## config.mk

```make
export PLATFORM = sky130hd
export DESIGN_NAME = button_debounce_press_classifier
export DESIGN_NICKNAME = d
export VERILOG_FILES = /design/src/sv/bdpc_pkg.sv /design/src/sv/bdpc_classify.sv /design/src/sv/button_debounce_press_classifier.sv
export SDC_FILE = /design/constraint.sdc
export NUM_CORES = 1
export LEC_CHECK = 0
export BUFFER_PORTS_ARGS = -buffer_cell sky130_fd_sc_hd__buf_4
export CORE_ASPECT_RATIO = 1.25
export CORE_UTILIZATION = 30
export CTS_CLUSTER_SIZE = 16
export DETAILED_ROUTE_END_ITERATION = 16
export GPL_TIMING_DRIVEN = 0
export HOLD_SLACK_MARGIN = 0.06
export PLACE_DENSITY_LB_ADDON = 0.12
export SETUP_SLACK_MARGIN = 0.15
export SKIP_LAST_GASP = 1
export SLEW_MARGIN = 20
export SYNTH_ARGS = -nofsm -noshare
export SYNTH_HDL_FRONTEND = slang
export SYNTH_SLANG_ARGS = --single-unit
export TNS_END_PERCENT = 100
```

## constraint.sdc

```tcl
create_clock -name clk -period 13.6 [get_ports clk]
set_input_delay 0 -clock clk [delete_from_list [all_inputs] [get_ports clk]]
set_output_delay 0 -clock clk [all_outputs]
set_load 0.1 [all_outputs]
```

## src/sv/bdpc_pkg.sv

```systemverilog
// Package for the button debounce and press classifier.
// Holds event codes, register indexes and the tracking-state record; no dependencies.
package bdpc_pkg;

  // Field widths
  localparam int TimeW  = 32;
  localparam int CfgW   = 16;
  localparam int AddrW  = 2;
  localparam int InW    = 40;   // pin_level + now_ms, padded to whole bytes
  localparam int OutW   = 8;    // press_event, padded to whole bytes

  // Configuration register indexes
  localparam logic [AddrW-1:0] RegActiveLow = 2'd0;
  localparam logic [AddrW-1:0] RegDebounce  = 2'd1;
  localparam logic [AddrW-1:0] RegLongPress = 2'd2;

  // Configuration reset values
  localparam logic            ActiveLowRst = 1'b1;
  localparam logic [CfgW-1:0] DebounceRst  = 16'd50;
  localparam logic [CfgW-1:0] LongPressRst = 16'd1000;

  // Press event codes
  typedef enum logic [1:0] {
    EV_NONE  = 2'd0,
    EV_SHORT = 2'd1,
    EV_LONG  = 2'd2
  } press_event_t;

  // Button tracking state
  typedef struct packed {
    logic             last_raw;
    logic             stable_pressed;
    logic             long_reported;
    logic [TimeW-1:0] change_time;
    logic [TimeW-1:0] press_start;
  } btn_state_t;

  // Active configuration
  typedef struct packed {
    logic            active_low;
    logic [CfgW-1:0] debounce_time;
    logic [CfgW-1:0] long_press_time;
  } btn_cfg_t;

endpackage

```

## src/sv/bdpc_classify.sv

```systemverilog
// Combinational debounce and press classification for one poll.
// Depends on bdpc_pkg for the state record, configuration and event codes.
module bdpc_classify
  import bdpc_pkg::*;
(
  input  btn_cfg_t         cfg,
  input  btn_state_t       cur,
  input  logic             pin_level,
  input  logic [TimeW-1:0] now_ms,
  output btn_state_t       nxt,
  output press_event_t     press_event
);

  logic             pressed;
  logic [TimeW-1:0] since_change;
  logic [TimeW-1:0] since_press;
  logic             debounced;
  logic             long_due;

  // Map pin level and measure elapsed times (wrapping)
  assign pressed      = cfg.active_low ? ~pin_level : pin_level;
  assign since_change = now_ms - cur.change_time;
  assign since_press  = now_ms - cur.press_start;
  assign debounced    = (since_change >= {{(TimeW-CfgW){1'b0}}, cfg.debounce_time});
  assign long_due     = (since_press >= {{(TimeW-CfgW){1'b0}}, cfg.long_press_time});

  // Pick next state and event
  always_comb begin
    nxt         = cur;
    press_event = EV_NONE;
    if (pressed != cur.last_raw) begin
      // restart the debounce window
      nxt.last_raw    = pressed;
      nxt.change_time = now_ms;
    end else if (pressed != cur.stable_pressed && debounced) begin
      nxt.stable_pressed = pressed;
      if (pressed) begin
        nxt.press_start   = now_ms;
        nxt.long_reported = 1'b0;
      end else if (!cur.long_reported) begin
        press_event = EV_SHORT;
      end
    end else if (cur.stable_pressed && !cur.long_reported && long_due) begin
      nxt.long_reported = 1'b1;
      press_event       = EV_LONG;
    end
  end

endmodule

```

## src/sv/button_debounce_press_classifier.sv

```systemverilog
// Top level of the button debounce and press classifier.
// Depends on bdpc_pkg and bdpc_classify.
//
// Each poll request carries the raw pin level and a millisecond timestamp and
// yields exactly one result, the press event (none, short or long). A poll is
// registered on entry, classified combinationally against the tracking state
// and lands in the output register, so one poll is taken per clock while the
// output is not held by m_tready; the rate is set by the single state update
// per cycle. The input stage keeps accepting while a result waits as long as
// it can move on. Configuration writes go through cfg_we/cfg_addr/cfg_wdata
// and must only be made while no poll is in flight.
module button_debounce_press_classifier
  import bdpc_pkg::*;
(
  input  logic             clk,
  input  logic             rst,
  // poll input
  input  logic             s_tvalid,
  output logic             s_tready,
  input  logic [InW-1:0]   s_tdata,   // [0] pin_level, [32:1] now_ms, [39:33] zero
  // event output
  output logic             m_tvalid,
  input  logic             m_tready,
  output logic [OutW-1:0]  m_tdata,   // [1:0] press_event, [7:2] zero
  // configuration
  input  logic             cfg_we,
  input  logic [AddrW-1:0] cfg_addr,
  input  logic [CfgW-1:0]  cfg_wdata
);

  btn_cfg_t         cfg;
  btn_state_t       st;
  btn_state_t       st_next;
  press_event_t     ev_next;
  press_event_t     out_event;
  logic             in_valid;
  logic             in_level;
  logic [TimeW-1:0] in_time;
  logic             advance;

  // Configuration registers
  always_ff @(posedge clk) begin
    if (rst) begin
      cfg.active_low      <= ActiveLowRst;
      cfg.debounce_time   <= DebounceRst;
      cfg.long_press_time <= LongPressRst;
    end else if (cfg_we) begin
      case (cfg_addr)
        RegActiveLow: cfg.active_low      <= cfg_wdata[0];
        RegDebounce:  cfg.debounce_time   <= cfg_wdata;
        RegLongPress: cfg.long_press_time <= cfg_wdata;
        default: ;
      endcase
    end
  end

  // Move a registered poll into the output register when it is free
  assign advance  = in_valid && (!m_tvalid || m_tready);
  assign s_tready = !in_valid || advance;

  // Input register
  always_ff @(posedge clk) begin
    if (rst) begin
      in_valid <= 1'b0;
    end else if (s_tready) begin
      in_valid <= s_tvalid;
    end
  end

  always_ff @(posedge clk) begin
    if (s_tready && s_tvalid) begin
      in_level <= s_tdata[0];
      in_time  <= s_tdata[TimeW:1];
    end
  end

  bdpc_classify u_classify (
    .cfg         (cfg),
    .cur         (st),
    .pin_level   (in_level),
    .now_ms      (in_time),
    .nxt         (st_next),
    .press_event (ev_next)
  );

  // Tracking state, advanced once per classified poll
  always_ff @(posedge clk) begin
    if (rst) begin
      st <= '0;
    end else if (advance) begin
      st <= st_next;
    end
  end

  // Output register
  always_ff @(posedge clk) begin
    if (rst) begin
      m_tvalid <= 1'b0;
    end else if (advance) begin
      m_tvalid <= 1'b1;
    end else if (m_tready) begin
      m_tvalid <= 1'b0;
    end
  end

  always_ff @(posedge clk) begin
    if (advance) begin
      out_event <= ev_next;
    end
  end

  assign m_tdata = {{(OutW-2){1'b0}}, out_event};

  // An empty output register never holds back the input side
  a_ready_when_empty: assert property (@(posedge clk) disable iff (rst)
    !m_tvalid |-> s_tready)
    else $error("input stalled with empty output register");

  // A long press leaves the long flag set
  a_long_sets_flag: assert property (@(posedge clk) disable iff (rst)
    (advance && ev_next == EV_LONG) |=> st.long_reported)
    else $error("long press without long flag");

  // A short press only comes with a stable release
  a_short_releases: assert property (@(posedge clk) disable iff (rst)
    (advance && ev_next == EV_SHORT) |=> (!st.stable_pressed && !st.long_reported))
    else $error("short press without stable release");

  // A raw level change never produces an event
  a_change_quiet: assert property (@(posedge clk) disable iff (rst)
    (advance && st_next.last_raw != st.last_raw) |-> ev_next == EV_NONE)
    else $error("event on raw level change");

endmodule
```

# --- Word level (Yosys, flattened, before mapping) ---
# Index checks and enable logic that the tools add are counted.
classes:
  n_lt_le_gt_ge: 2
  reduce_logical: 20
  eq_ne: 5
  bitwise: 2
  muxes: 10
  add_sub_neg: 2
ops:
  columns: ["cell", "n"]
  rows:
  - ["$ge 32x16->1", 2]
  - ["$sub 32x32->32", 2]
  - ["$reduce_and 2->1", 4]
  - ["$reduce_and 4->1", 2]
  - ["$mux 1", 7]
  - ["$mux 2", 3]
  - ["$logic_and 1x1->1", 5]
  - ["$reduce_bool 2->1", 2]
  - ["$logic_not 1->1", 3]
  - ["$reduce_and 3->1", 1]
  - ["$eq 2x1->1 const B", 1]
  - ["$eq 2x2->1 const B", 1]
  - ["$logic_not 2->1", 1]
  - ["$logic_or 1x1->1", 2]
  - ["$ne 1x1->1", 2]
  - ["$ne 2x1->1 const B", 1]
  - ["$not 1->1", 2]
totals:
  input_bits: 63
  reg_bits: 137

# --- Logic depth before layout (Yosys ltp) ---
logic_depth:
  word_depth: 6
  depth_mapped: 22

# --- Modules after synthesis ---
# From an unflattened synthesis, not the netlist that was laid out.
unflattened:
  cells_unflattened: 1312
  hier_area_um2: 11283.3
modules_own_cells:
  columns: ["module", "area_each_um2", "seq_area_each_um2", "cells_each", "instances"]
  rows:
  - ["bdpc_classify", 5930.7, 0.0, 823, 1]
  - ["button_debounce_press_classifier", 5352.6, 3093.0, 489, 1]

# --- Least setup slack after synthesis ---
# OpenSTA, ideal clock, no wires.
synth_timing:
  path_kind: "reg2reg"
  start: "register in_time[3]"
  end: "register out_event[0], data pin"
  path_buffers: 2
  path_slack_ps: 9268
  t_arrival_ps: 4077
  setup_ps: 255
  path_stages_with_launch: 19
  synth_period_minus_slack_ps: 4332
  required_ps: 13345
  cell_sequence: "edfxtp_1 -> ha_1 -> a21o_1 -> a21oi_1 -> a21oi_1 -> or3b_1 -> buf_2 -> a21boi_0 -> xnor2_1 -> ha_1 -> o21ai_0 -> nor2_1 -> a311oi_1 -> o2111a_1 -> o2111ai_1 -> or3_1 -> or4_1 -> buf_2 -> and3_1"
synth_via:
  elab_chain_len: 4
synth_rtl:
  columns: ["element", "line_no", "source"]
  rows:
  - ["start: declaration", "button_debounce_press_classifier.sv:38", "logic [TimeW-1:0] in_time;"]
  - ["start signal: assignment", "button_debounce_press_classifier.sv:73", "in_time <= s_tdata[TimeW:1];"]
  - ["$sub 32x32->32", "bdpc_classify.sv:22", "assign since_change = now_ms - cur.change_time;"]
  - ["$ge 32x16->1", "bdpc_classify.sv:24", "assign debounced = (since_change >= {{(TimeW-CfgW){1'b0}}, cfg.debounce_time});"]
  - ["$logic_and 1x1->1", "bdpc_classify.sv:35", "end else if (pressed != cur.stable_pressed && debounced) begin"]
  - ["$mux 2", "bdpc_classify.sv:35", null]
  - ["end signal: assignment", "button_debounce_press_classifier.sv:108", "out_event <= ev_next;"]
  - ["end: declaration", "button_debounce_press_classifier.sv:35", "press_event_t out_event;"]
# Every way passes these cells.
# A chain may end at the register's enable or synchronous reset.

# --- Worst setup path in the final report ---
layout_timing:
  start: "register in_time[4]"
  end: "register out_event[1], data pin"
layout_via:
  elab_chain_len: 5
  elab_cells_between_ends: 8
  cone_classes: "add/sub (2); order compare (2); mux (2); reduce/logical (2)"
layout_rtl:
  columns: ["element", "line_no", "source"]
  rows:
  - ["$sub 32x32->32", "bdpc_classify.sv:23", "assign since_press = now_ms - cur.press_start;"]
  - ["$ge 32x16->1", "bdpc_classify.sv:25", "assign long_due = (since_press >= {{(TimeW-CfgW){1'b0}}, cfg.long_press_time});"]
  - ["$logic_and 1x1->1", "bdpc_classify.sv:43", "end else if (cur.stable_pressed && !cur.long_reported && long_due) begin"]
  - ["$mux 2", "bdpc_classify.sv:43", null]
  - ["$mux 2 *", "bdpc_classify.sv:35", null]
# Every way passes the cells marked *; elsewhere a longest branch is shown, timed or not.

==> impl_metrics.env <==
export IMPL_pwr_share_seq_pct=36.3
export IMPL_max_stage_delay_ns=0.73
export IMPL_dp_cells=1708
export IMPL_pwr_share_clk_pct=40.7
export IMPL_p_int_mw=0.8637
export IMPL_via_per_inst=5.106
export IMPL_cts_max_level=4
export IMPL_crit_chain="ha_1 > o211ai_1 > a21oi_1 > o21ai_0 > o21ai_0 > a21oi_1 > xnor2_1 > ha_1 > nand2_1 > nor2_1 > a21oi_1 > o211ai_1 > a2111oi_0 > nand3_1 > nor3_1 > nand4_1 > nor3_1 > nor2_1"
export IMPL_slowest_stage="a2111oi_0"
export IMPL_clock_sinks=137
export IMPL_hp_class="input port to flop"
export IMPL_io_buffers=59
export IMPL_setup_tns_ns=0
export IMPL_clock_latency_ns=0.43
export IMPL_synth_distinct_cells=78
export IMPL_power_frac_comb_pct=23.0
export IMPL_die_h_um=204.0
export IMPL_r2r_slack_ns=8.06
export IMPL_yosysSeqAreaShare_pct=31.57
export IMPL_max_slew_margin_rel_pct=30.10
export IMPL_nets=1531
export IMPL_synth_edf_count=35
export IMPL_finClkSkew_ns=0.006300
export IMPL_cpLargestDelayFamily="compound AO/OA/AOI/OAI gates"
export IMPL_die_area_mm2=0.03338
export IMPL_crit_top_cell="a21oi_1"
export IMPL_worstSetupEndpointType="flop"
export IMPL_fin_util_pct=37.52
export IMPL_layout_cells_non_filler=1797
export IMPL_drc=0
export IMPL_fmax_mhz=180.5
export IMPL_io_pins=73
export IMPL_synth_seq_cells=137
export IMPL_arrival_ns=5.70
export IMPL_synth_warnings=0
export IMPL_tightest_slew_ns=1.046
export IMPL_switching_share_pct=30.64
export IMPL_initial_core_util_pct=30.64
export IMPL_path_class="flop to flop"
export IMPL_post_route_period_util_pct=40.73
export IMPL_gr_total_overflow=0
export IMPL_hold_violations=0
export IMPL_clk_path_buf_depth=2
export IMPL_ant_nets=0
export IMPL_vias=9176
export IMPL_die_width_um=163.6
export IMPL_grt_pass1_wl_um=49720
export IMPL_hpwl_um=24730
export IMPL_num_rows=73
export IMPL_total_power_mw=1.245
export IMPL_p_leak_nw=4.434
export IMPL_power_density_mw_per_mm2=103.8
export IMPL_path_clk_slew_ns=0.06
export IMPL_wl_per_cell_um=17.48
export IMPL_netlist_area_mm2=0.009796
export IMPL_drt_iter0_drc=547
export IMPL_async_reset_ff_share_pct=0
export IMPL_drive_gt1_share_pct=11.55
export IMPL_firstDrtPassIters=5
export IMPL_place_congestion=0.8420
export IMPL_synthCells=1231
export IMPL_cts_setup_buffers=0
export IMPL_cts_tree="done"
export IMPL_p_sw_mw=0.3816
export IMPL_status="completed"
export IMPL_rsz0062_at_grt="false"
export IMPL_cts_buffers=17
export IMPL_cts_root_buf="clkbuf_16"
export IMPL_track_usage_pct=19.45
export IMPL_cp_buffers_inverters=0
export IMPL_critPathMaxFanout=4
export IMPL_avgSynthCellArea_um2=7.957
export IMPL_synth_ff_type="dfxtp_1"
export IMPL_cts_resized=0
export IMPL_grt_pass1_vias=9030
export IMPL_vdd_drop_max_mv=0.09175
export IMPL_required_ns=13.76
export IMPL_antenna_found_initial=0
export IMPL_setup_viol=0
export IMPL_hold_slack_ns=0.2805
export IMPL_critPathLaunchType="flop"
export IMPL_syn2layout_area_growth_pct=22.44
export IMPL_max_cap_violations=0
export IMPL_diodes=0
export IMPL_finalWirelength_um=31400
export IMPL_coreArea_mm2=0.03197
export IMPL_fin_crit_ns=5.540
export IMPL_grt_max_degree=21
export IMPL_maxSlewViolCount=0
==> final timing paths <==
check | start | cells past startpoint | end
setup / recovery | in_time[4]$_DFFE_PP_ | 18 | out_event[1]$_SDFFCE_PP0P_
setup reg to reg | in_time[4]$_DFFE_PP_ | 18 | out_event[1]$_SDFFCE_PP0P_
hold / removal | s_tdata[5] | 2 | in_time[4]$_DFFE_PP_
hold reg to reg | cfg[18]$_SDFFE_PP0P_ | 2 | cfg[18]$_SDFFE_PP0P_
==> synthesized netlist by cell type (3+ instances only) <==
master     count  area [um^2]
and4_1         6        52.55
buf_2         18        90.09
nor4_1         6        37.54
nor3b_1        5        37.54
and3_1         7        43.79
a21boi_0       3        22.52
inv_1        105        394.1
o21a_1        13        97.59
a21oi_1      172        860.8
nor2_1        52        195.2
or3_1          7        43.79
o31ai_1        4        30.03
a21o_1        18        135.1
a31oi_1       11        68.82
a211oi_1       7        52.55
clkbuf_1      37        138.9
and2_1         8        50.05
nand3_1       15        75.07
xnor2_1       26        227.7
nand2b_1      17        106.4
nand4_1       17        106.4
mux2i_1        3        30.03
buf_6          3        33.78
nand2_1      186        698.2
ha_1          94         1176
a211o_1       11        96.34
o21ai_1       25        125.1
nand3b_1       5        37.54
o2111ai_1      6        52.55
o22ai_1        3        18.77
o211ai_1      12        90.09
a2111oi_0      3        26.28
buf_4          6        45.04
edfxtp_1      35         1051
dfxtp_1      102         2042
nand3_2       30        300.3
xor2_1        18        157.7
nor2b_1       13        81.33
nor3_1        13        65.06
o21ai_0       58        290.3
o21bai_1       3        22.52
==> metrics by stage <==
stage          instance area [um^2]  setup WS [ns]
2_1_floorplan                  9814          9.268
3_3_place_gp                  10770          8.087
4_1_cts                       11990          7.959
6_report                      11990          8.060
3_5_place_dp                  10800          7.985
5_1_grt                       11990          7.651
==> per-layer routing <==
layer / track usage [%] / vias to the layer above / share of wire [%] / wire, um
met2: 34.25 / 183 / 49 / 15420
met3: 2.719 / 36 / 2.8 / 865
li1: - / 4636 / - / -
met5: 0 / - / 0 / 0
met4: 6.151 / 0 / 2.3 / 715
met1: 24.16 / 4321 / 46 / 14410
==> power by group through the flow <==
stage / clock, mW / combinational (mW) / sequential, mW
after floorplan: 0 / 0.194 / 0.455
after global placement: 0 / 0.270 / 0.462
after detailed placement: 0 / 0.272 / 0.461
after CTS: 0.517 / 0.288 / 0.452
after global routing: 0.535 / 0.323 / 0.454
final: 0.507 / 0.287 / 0.452
==> state kept, by name, summed over array words and instances, names as in the netlist <==
signal and cells:
st 67, cfg 33, in_time 32, out_event 2, in_level 1, in_valid 1, m_tvalid 1
==> area by class of cell <==
cell class	count	area [um^2]
buffer	66	315.3
tap	412	515.5
clock buffer	21	450.4
timing repair buffer	117	1041
fill	3383	19970
multi-input combinational	928	6013
clock inverter	11	171.4
inverter	105	394.1
sequential	137	3093
==> cell families after synthesis <==
| group | share of synthesized area (%) |
|---|---|
| flops | 31.57 |
| xor+xnor | 3.934 |
| simple gates | 20.99 |
| other cells | 0.03828 |
| fa+ha+maj | 12.42 |
| compound gates | 23.39 |
| buf+inv | 7.242 |
| mux | 0.4215 |
==> placed cells by master, fill, tap and decap left out, types with 15 or more instances in the layout <==
cell and count:
a21oi_1 172, a21o_1 18, edfxtp_1 35, xnor2_1 26, nand2b_1 17, nand3_1 15
nor2_1 52, o21ai_1 25, buf_2 18, o21ai_0 58, inv_1 105, clkbuf_16 17
buf_4 65, dlygate4sd3_1 57, dfxtp_1 102, nand2_1 186, nand4_1 17, xor2_1 18
clkbuf_1 40, nand3_2 30, ha_1 94
==> repair_timing <==
action	in CTS	in global routing
hold buffers	57	0
endpoints found under the setup margin	0	0
endpoints found under the hold margin	69	0
Note: power is estimated with default switching activity, not from simulation.
